File: config.mk
export PLATFORM = sky130hd
export DESIGN_NAME = qph_mod_unit
export DESIGN_NICKNAME = d
export VERILOG_FILES = /design/src/sv/qph_pkg.sv /design/src/sv/qph_mod_unit.sv
export SDC_FILE = /design/constraint.sdc
export NUM_CORES = 1
export LEC_CHECK = 0
export BUFFER_PORTS_ARGS = -buffer_cell sky130_fd_sc_hd__buf_2
export CAP_MARGIN = 25
export CORE_MARGIN = 3
export CORE_UTILIZATION = 50
export CTS_CLUSTER_SIZE = 10
export DETAILED_ROUTE_END_ITERATION = 16
export PLACE_DENSITY_LB_ADDON = 0.3
export SLEW_MARGIN = 20
export SYNTH_ARGS = -nofsm -noshare
export SYNTH_HDL_FRONTEND = slang
export SYNTH_SLANG_ARGS = --single-unit
File: constraint.sdc
create_clock -name clk -period 2.4 [get_ports clk]
set_input_delay 0.48 -clock clk [delete_from_list [all_inputs] [get_ports clk]]
set_output_delay 0.48 -clock clk [all_outputs]
set_load 0.02 [all_outputs]
File: src/sv/qph_pkg.sv
// ----------------------------------------------------------------------------
// qph_pkg: shared types and constants for the quadratic probe hash insert
// Holds payload types, the sequencer state type and the slot store command.
// ----------------------------------------------------------------------------
package qph_pkg;

    // Field widths fixed by the block's interface.
    localparam int KEY_W   = 31;
    localparam int SIZE_W  = 11;
    localparam int SLOT_W  = 10;

    // Remainder unit takes one key bit per cycle.
    localparam int DIV_STEPS = KEY_W;
    localparam int DIV_CNT_W = $clog2(DIV_STEPS);

    // Probe marks carry an item epoch; zero means never probed.
    localparam int EPOCH_W = 16;

    // Table size after reset.
    localparam logic [SIZE_W-1:0] TABLE_SIZE_RESET = 11'd1021;

    typedef logic [KEY_W-1:0]   key_t;
    typedef logic [SIZE_W-1:0]  size_cfg_t;
    typedef logic [SLOT_W-1:0]  slot_t;
    typedef logic [EPOCH_W-1:0] epoch_t;

    localparam epoch_t EPOCH_FIRST = epoch_t'(1);
    localparam epoch_t EPOCH_NONE  = '0;

    // Sequencer states.
    typedef enum logic [2:0] {
        ST_CLEAR,
        ST_IDLE,
        ST_DIV,
        ST_READ,
        ST_CHECK
    } state_t;

    // Write command from the sequencer to the slot store.
    typedef struct packed {
        logic occ_we;
        logic occ_data;
        logic tag_we;
    } store_cmd_t;

endpackage

File: src/sv/qph_mod_unit.sv
// ----------------------------------------------------------------------------
// qph_mod_unit: bit-serial remainder unit
// Computes key mod size by restoring division, one key bit per cycle.
// ----------------------------------------------------------------------------
module qph_mod_unit #(
    parameter int SW = 11
) (
    input  logic              clk,
    input  logic              rst_n,
    input  logic              start,
    input  qph_pkg::key_t     dividend,
    input  logic [SW-1:0]     divisor,
    output logic              done,
    output logic [SW-1:0]     remainder
);
    import qph_pkg::*;

    logic                 busy_reg, busy_next;
    logic                 done_reg, done_next;
    logic [DIV_CNT_W-1:0] cnt_reg, cnt_next;
    key_t                 shift_reg, shift_next;
    logic [SW-1:0]        div_reg, div_next;
    logic [SW-1:0]        rem_reg, rem_next;
    logic [SW:0]          trial;
    logic                 last_step;

    // Control registers.
    always_ff @(posedge clk or negedge rst_n)
    begin
        if (!rst_n)
        begin
            busy_reg <= 1'b0;
            done_reg <= 1'b0;
            cnt_reg  <= '0;
        end
        else
        begin
            busy_reg <= busy_next;
            done_reg <= done_next;
            cnt_reg  <= cnt_next;
        end
    end

    // Datapath registers.
    always_ff @(posedge clk)
    begin
        shift_reg <= shift_next;
        div_reg   <= div_next;
        rem_reg   <= rem_next;
    end

    // One restoring step: bring in the next key bit, subtract if it fits.
    always_comb
    begin
        trial      = {rem_reg, shift_reg[KEY_W-1]};
        last_step  = (cnt_reg == DIV_CNT_W'(DIV_STEPS - 1));
        busy_next  = busy_reg;
        done_next  = 1'b0;
        cnt_next   = cnt_reg;
        shift_next = shift_reg;
        div_next   = div_reg;
        rem_next   = rem_reg;
        if (start)
        begin
            busy_next  = 1'b1;
            cnt_next   = '0;
            shift_next = dividend;
            div_next   = divisor;
            rem_next   = '0;
        end
        else if (busy_reg)
        begin
            shift_next = {shift_reg[KEY_W-2:0], 1'b0};
            if (trial >= {1'b0, div_reg})
            begin
                rem_next = SW'(trial - {1'b0, div_reg});
            end
            else
            begin
                rem_next = SW'(trial);
            end
            cnt_next = cnt_reg + DIV_CNT_W'(1);
            if (last_step)
            begin
                busy_next = 1'b0;
                done_next = 1'b1;
            end
        end
    end

    assign done      = done_reg;
    assign remainder = rem_reg;

endmodule

==> results of run 1 <==
layer usage:
layer	wire length [um]	share of wire, %
met4	101	1.5
met1	2950	45
met2	3210	48
met5	0	0
met3	367	5.5
Yosys cell counts, drive strengths merged (3+ instances only):
master	number
edfxtp	42
mux2	31
nor2	21
inv	16
o21ai	14
ha	13
dfxtp	11
a21oi	9
clkbuf	9
nand2	9
nand3	8
a311oi	7
dfrtp	7
nand2b	6
xor2	5
a211oi	4
xnor2	4
buf	3
nand4	3
nor2b	3
cells in the final DEF (no fill, tap or decap), drive strengths merged, types with 8 or more instances in the layout:
cell and instances:
a21oi 9, buf 76, clkbuf 13, dfxtp 11
edfxtp 42, ha 13, inv 16, mux2 31
nand2 9, nand3 8, nor2 21, o21ai 14
worst max-delay path, stage by stage, from the launching register on:
cell,delay (ns)
edfxtp_1,0.42
ha_4,0.19
fa_2,0.38
nand2b_4,0.17
a21oi_4,0.15
o211a_1,0.22
o2111a_2,0.27
o21ai_0,0.16
a311oi_2,0.31
stage by stage:
stage	hold slack (ns)	util (%)	TNS (ns)
2_1_floorplan	0.184	-	0
3_3_place_gp	0.320	60.8	0
4_1_cts	0.308	65.3	0
6_report	0.321	67.6	0
5_1_grt	0.300	67.6	-0.349
3_5_place_dp	0.320	60.8	-0.0146
cell families after synthesis:
| kind of cell | share of synthesized area [%] |
|---|---|
| compound gates | 12.3 |
| xor+xnor | 2.58 |
| fa+ha+maj | 5.99 |
| buf+inv | 3.53 |
| flops | 54.3 |
| mux | 11.8 |
| simple gates | 9.55 |
power by group through the flow:
stage               Combinational [mW]  Clock, mW  Sequential [mW]
floorplan                        0.775          0             1.46
global placement                  1.18          0             1.39
detailed placement                1.19          0             1.40
CTS                               1.22       1.01             1.38
global route                      1.50       1.06             1.40
finish                            1.37      0.993             1.38
what timing repair did:
| action | in CTS | in global routing |
|---|---|---|
| endpoints found under the setup margin | 4 | 11 |
| gates resized for setup | 1 | 16 |
| hold buffers | 1 | 0 |
| cloned | 0 | 1 |
| pin swaps | 0 | 7 |
| endpoints found under the hold margin | 7 | 0 |
| setup buffers | 3 | 6 |
final cells by class:
class                           count  area share, %
Sequential cell                    60           42.9
Inverter                           16           1.56
Clock buffer                       13           4.67
Multi-Input combinational cell    169           35.6
Tap cell                           72           2.33
Timing Repair Buffer               77           11.8
Clock inverter                      3           1.10
path summary, 6_finish.rpt:
path	depth (start not counted)	startpoint	end	slack [ns]
setup / recovery	8	div_reg[0]	remainder[8]	0.02
hold / removal	1	divisor[9]	div_reg[9]	0.32
setup reg to reg	8	div_reg[0]	remainder[8]	0.02
hold reg to reg	2	remainder[3]	remainder[3]	0.53
max in group asynchronous	2	rst_n	cnt_reg[2]	1.74
min in group asynchronous	2	rst_n	cnt_reg[4]	0.51
==> flow_metrics.py, run 1 <==
metrics = {
    "run_status": {
        "status": "finished, final reports clean",
    },
    "run": {
        "maxCapViolations": 0,
    },
    "placed_design": {
        "placedCellCount": 383,
        "gp_congestion": 0.862,
        "place_hpwl_um": 4480,
        "dp_slack_ns": -0.0146,
        "placed_area_um2": 3470,
        "portBuffers": 56,
    },
    "yosys": {
        "syn_inst": 256,
        "syn-num-nets": 315,
        "ys_async_sr_fraction_pct": 11.7,
        "yosysWarnings": 0,
        "yosysTopAreaCellShare_pct": 41.3,
        "ys_types": 47,
        "synth-seq-cells": 60,
        "yosys_most_used_dff": "edfxtp_1",
        "netlist_area_um2": 3050,
        "synth_area_leaders": "edfxtp_1 (41%), mux2_2 (11%), dfxtp_1 (7.2%), dfrtp_1 (5.7%), ha_1 (5.3%)",
        "yosys.area.top_type": "edfxtp_1",
        "avgSynthCellArea_um2": 11.9,
        "ys_seq_area_share_pct": 54.3,
        "synth-edff-count": 42,
    },
    "grt": {
        "grt_max_degree": 32,
        "use_met3_pct": 4.44,
        "grt_pass1_vias": 2292,
        "grt_use_total_pct": 19.3,
        "grt_use_met1_pct": 26.1,
        "antenna_found_initial": 0,
        "top_usage_layer": "met2",
        "use_met2_pct": 29.8,
        "overflow": 0,
        "grt_pass1_wl_um": 10700,
    },
    "clock_tree": {
        "clock_latency_ns": 0.33,
        "cts_sinks": 60,
        "h-tree-depth": 3,
        "cts-root-buf": "clkbuf_8",
        "path_clk_slew_ns": 0.07,
        "cts_tree": "done",
        "cts-buffers-inserted": 9,
        "ctsLongestPathBuffers": 2,
    },
    "route": {
        "dr.pass1.iters": 4,
        "wl_per_cell_um": 16.2,
        "via_count": 2286,
        "routed_wirelength_um": 6630,
        "ant_nets": 0,
        "drt-initial-drc-count": 172,
        "drcViolationCount": 0,
        "routed_via_density": 5.58,
    },
    "timing": {
        "setup_viol": 0,
        "hold_violations": 0,
        "max_freq_ghz": 0.421,
        "slew-limit-headroom_pct": 67.7,
        "post-route-period-util_pct": 99.1,
        "finalMaxSlewViolations": 0,
        "rsz0062_at_grt": "true",
        "finalClockSkew_ns": 0.00916,
        "worst-slew-pin-transition_ns": 0.485,
        "final.setup.worst_slack_ns": 0.0221,
        "post-route-min-period_ns": 2.38,
    },
    "worst_setup_path": {
        "worstPathMaxFanout": 5,
        "start_kind": "register",
        "end_kind": "register",
        "path_class": "reg -> reg",
        "cp.required_ns": 2.63,
        "crit_arrival_ns": 2.61,
    },
    "pwr": {
        "p_leak_nw": 1.67,
        "pwr-share-clk_pct": 26.5,
        "p_int_mw": 2.47,
        "p_seq_share_pct": 36.8,
        "combPwrFrac_pct": 36.7,
        "power.density_nw_per_um2": 969,
        "ir_drop_mv": 0.539,
        "finalPower_mw": 3.74,
        "switchingPower_mw": 1.27,
        "swShare_pct": 34.0,
    },
    "die": {
        "die_w_um": 84.1,
        "dieArea_um2": 7080,
        "die_h_um": 84.1,
        "io_pins": 57,
        "rows": 27,
        "coreArea_um2": 5710,
        "initial_utilization_pct": 53.5,
    },
    "finish": {
        "synthToLayoutAreaGrowth_pct": 26.5,
        "largest_reg_flops": 31,
        "finalNonFillerCells": 410,
        "n_fill_cell": 409,
        "drive_above_1_share_pct": 40.2,
        "diodes": 0,
        "final_nets": 392,
        "regArea_um2": 1660,
        "multi_input_area_um2": 1370,
        "fin_area_um2": 3860,
    },
    "worst_hold_path": {
        "hold_class": "in -> reg",
    },
}
No activity file was read; power rests on OpenSTA's default activity.
==> inputs of run 2 (changes only) <==
--- a/config.mk
+++ b/config.mk
@@ -5,6 +5,7 @@
 export SDC_FILE = /design/constraint.sdc
 export NUM_CORES = 1
 export LEC_CHECK = 0
+export ABC_AREA = 1
 export BUFFER_PORTS_ARGS = -buffer_cell sky130_fd_sc_hd__buf_2
 export CAP_MARGIN = 25
 export CORE_MARGIN = 3
==> constraint.sdc (replaced) <==
create_clock -name clk -period 2.4 [get_ports clk]
set_input_delay 0.48 -clock clk [delete_from_list [all_inputs] [get_ports clk]]
set_output_delay 0.48 -clock clk [all_outputs]
set_load 0.005 [all_outputs]
==> run 2 against run 1 <==
Compared with the run above:
- sequential share of layout area grew 0.92 points
- register-to-register slack improved by 0.28 ns
- critical path type unchanged
- largest power group is now combinational logic
- worst setup slack better by 0.28 ns
- first-iteration DRC count decreased by 11%
==> flow_metrics.py, run 2 <==
metrics = {
    "yosys": {
        "ys_seq_area_share_pct": 51.4,
        "syn_inst": 395,
        "yosys.area.top_type": "edfxtp_1",
        "synth_area_leaders": "edfxtp_1 (39%), nand2_1 (19%), dfxtp_1 (6.8%), inv_1 (6.8%), dfrtp_1 (5.4%)",
        "synth-seq-cells": 60,
        "ys_async_sr_fraction_pct": 11.7,
        "yosysWarnings": 0,
        "syn-num-nets": 454,
        "avgSynthCellArea_um2": 8.15,
        "ys_types": 28,
        "yosys_most_used_dff": "edfxtp_1",
        "yosysTopAreaCellShare_pct": 39.2,
        "synth.most_common_cell": "nand2_1",
        "synth-edff-count": 42,
        "netlist_area_um2": 3220,
        "synth_common_cells": "nand2_1 (167), inv_1 (58), edfxtp_1 (42)",
    },
    "grt": {
        "grt_pass1_vias": 2579,
        "antenna_found_initial": 0,
        "overflow": 0,
        "grt_use_total_pct": 19.2,
        "grt_pass1_wl_um": 11200,
        "grt_max_degree": 41,
    },
    "clock_tree": {
        "clock_latency_ns": 0.34,
        "postCtsHoldBufs": 1,
        "cts-buffers-inserted": 9,
        "post_cts_buffers": 0,
        "cts-root-buf": "clkbuf_8",
        "ctsLongestPathBuffers": 2,
        "path_clk_slew_ns": 0.07,
        "cts_tree": "done",
        "cts_resized": 0,
        "cts_sinks": 60,
        "h-tree-depth": 3,
    },
    "finish": {
        "finalNonFillerCells": 536,
        "layout_commonest_cell": "nand2_1",
        "diodes": 0,
        "n_fill_cell": 537,
        "final_cell_mix": "nand2_1 (167), inv_1 (58), buf_2 (56)",
        "largest_reg_flops": 31,
        "synthToLayoutAreaGrowth_pct": 17.3,
        "drive_above_1_share_pct": 19.3,
        "final_nets": 515,
        "fin_area_um2": 3780,
    },
    "route": {
        "ant_nets": 0,
        "routed_via_density": 4.90,
        "via_count": 2627,
        "wl_per_cell_um": 12.2,
        "drcViolationCount": 0,
        "routed_wirelength_um": 6510,
        "drt-initial-drc-count": 153,
        "dr.pass1.iters": 4,
    },
    "timing": {
        "hold_violations": 0,
        "slew-limit-headroom_pct": 55.9,
        "rsz0062_at_grt": "false",
        "max_freq_ghz": 0.476,
        "setup_viol": 0,
        "post-route-min-period_ns": 2.10,
        "setup_tns_ns": 0,
        "finalClockSkew_ns": 0.00492,
        "finalMaxSlewViolations": 0,
        "post-route-period-util_pct": 87.6,
        "worst-slew-pin-transition_ns": 0.659,
    },
    "worst_setup_path": {
        "crit_start": "div_reg[0]",
        "cp.required_ns": 2.64,
        "end_kind": "register",
        "r2r_cells": 10,
        "start_kind": "register",
        "crit_arrival_ns": 2.34,
        "r2r-start": "div_reg[0]",
        "rr_endpoint": "remainder[5]",
        "r2r_setup_slack_ns": 0.30,
        "endpoint": "remainder[5]",
        "path_class": "reg -> reg",
        "worstPathMaxFanout": 12,
    },
    "pwr": {
        "combPwrFrac_pct": 38.2,
        "switchingPower_mw": 1.35,
        "power.density_nw_per_um2": 964,
        "finalPower_mw": 3.64,
        "swShare_pct": 37.1,
        "pwr-share-clk_pct": 24.3,
        "p_int_mw": 2.29,
        "ir_drop_mv": 0.730,
        "p_leak_nw": 2.03,
        "p_seq_share_pct": 37.4,
    },
    "worst_hold_path": {
        "hold_class": "in -> reg",
    },
    "run": {
        "maxCapViolations": 0,
    },
    "die": {
        "die_h_um": 86.3,
        "coreArea_um2": 6060,
        "initial_utilization_pct": 53.1,
        "die_w_um": 86.3,
        "dieArea_um2": 7440,
        "rows": 28,
        "io_pins": 57,
    },
    "placed_design": {
        "gp_congestion": 0.901,
        "placed_area_um2": 3580,
        "portBuffers": 56,
        "place_hpwl_um": 4610,
        "placedCellCount": 519,
    },
    "run_status": {
        "status": "finished, final reports clean",
    },
}
## run 2: cell types whose count changed after synthesis, sizes merged, moves of 4 or more
cell,previous run,this run
o21ai,14,6
nor2,21,11
mux2,31,0
nand4,3,14
a311oi,7,0
nand3,8,29
xor2,5,1
inv,16,60
nand2b,6,0
nand2,9,171
a211oi,4,0
## run 2: worst max-delay path: stages (launching register included)
cell	delay [ns]
edfxtp_1	0.37
ha_1	0.22
fa_1	0.40
inv_1	0.09
nand3_1	0.08
nand3_1	0.11
nand2_2	0.18
nand3_2	0.29
nand3_2	0.12
nand3_1	0.09
nand2_1	0.05
## run 2: routing by layer
layer / GRT usage, % / vias up / share of wire [%] / routed length (um)
met5: 0 / - / 0 / 0
met4: 7.51 / 0 / 1.3 / 87
met3: 5.13 / 8 / 5.5 / 361
met2: 30.3 / 74 / 46 / 3020
met1: 25.4 / 1169 / 47 / 3040
li1: - / 1376 / - / -
## run 2: worst min-delay path by stage
stage / startpoint / end / slack (ns) / depth (start not counted)
2_1_floorplan: rst_n / busy_reg / 0.18 / 0
3_3_place_gp: rst_n / cnt_reg[4] / 0.32 / 1
3_5_place_dp: rst_n / cnt_reg[2] / 0.32 / 1
4_1_cts: divisor[9] / div_reg[9] / 0.30 / 1
5_1_grt: divisor[1] / div_reg[1] / 0.30 / 1
6_report: divisor[4] / div_reg[4] / 0.31 / 1
## run 2: through the flow
stage | worst slack (ns) | hold WS [ns] | util (%)
6_report | 0.298 | 0.314 | 62.3
4_1_cts | 0.316 | 0.302 | 62.3
2_1_floorplan | 0.548 | 0.184 | -
3_3_place_gp | 0.365 | 0.317 | 59.0
3_5_place_dp | 0.342 | 0.320 | 59.0
5_1_grt | 0.128 | 0.297 | 62.3
## run 2: logic make-up (layout without fill, tap and decap cells)
kind of cell	Yosys count	after routing	share of synthesized area (%)
xor gates and xnor gates	3	3	0.816
DFF	60	60	51.4
adders and majority gates	14	14	5.67
and+or+nand+nor	230	230	30.3
buffers and inverters	72	138	9.09
AOI/OAI and AO/OA	16	16	2.68
## run 2: layout make-up
type,instances,area [um^2],area share [%]
clock buffer,9,124,3.28
timing repair buffer,62,340,9.01
clock inverter,7,67.6,1.79
inverter,60,225,5.96
sequential,60,1660,43.8
multi-input combinational,263,1270,33.6
tap,75,93.8,2.48
## run 2: power by group through the flow
stage	clock [mW]	sequential, mW	combinational [mW]
after floorplan	0	1.38	1.05
after global placement	0	1.38	1.35
after detailed placement	0	1.39	1.37
after global routing	0.954	1.38	1.62
after CTS	0.904	1.37	1.39
final	0.887	1.36	1.39
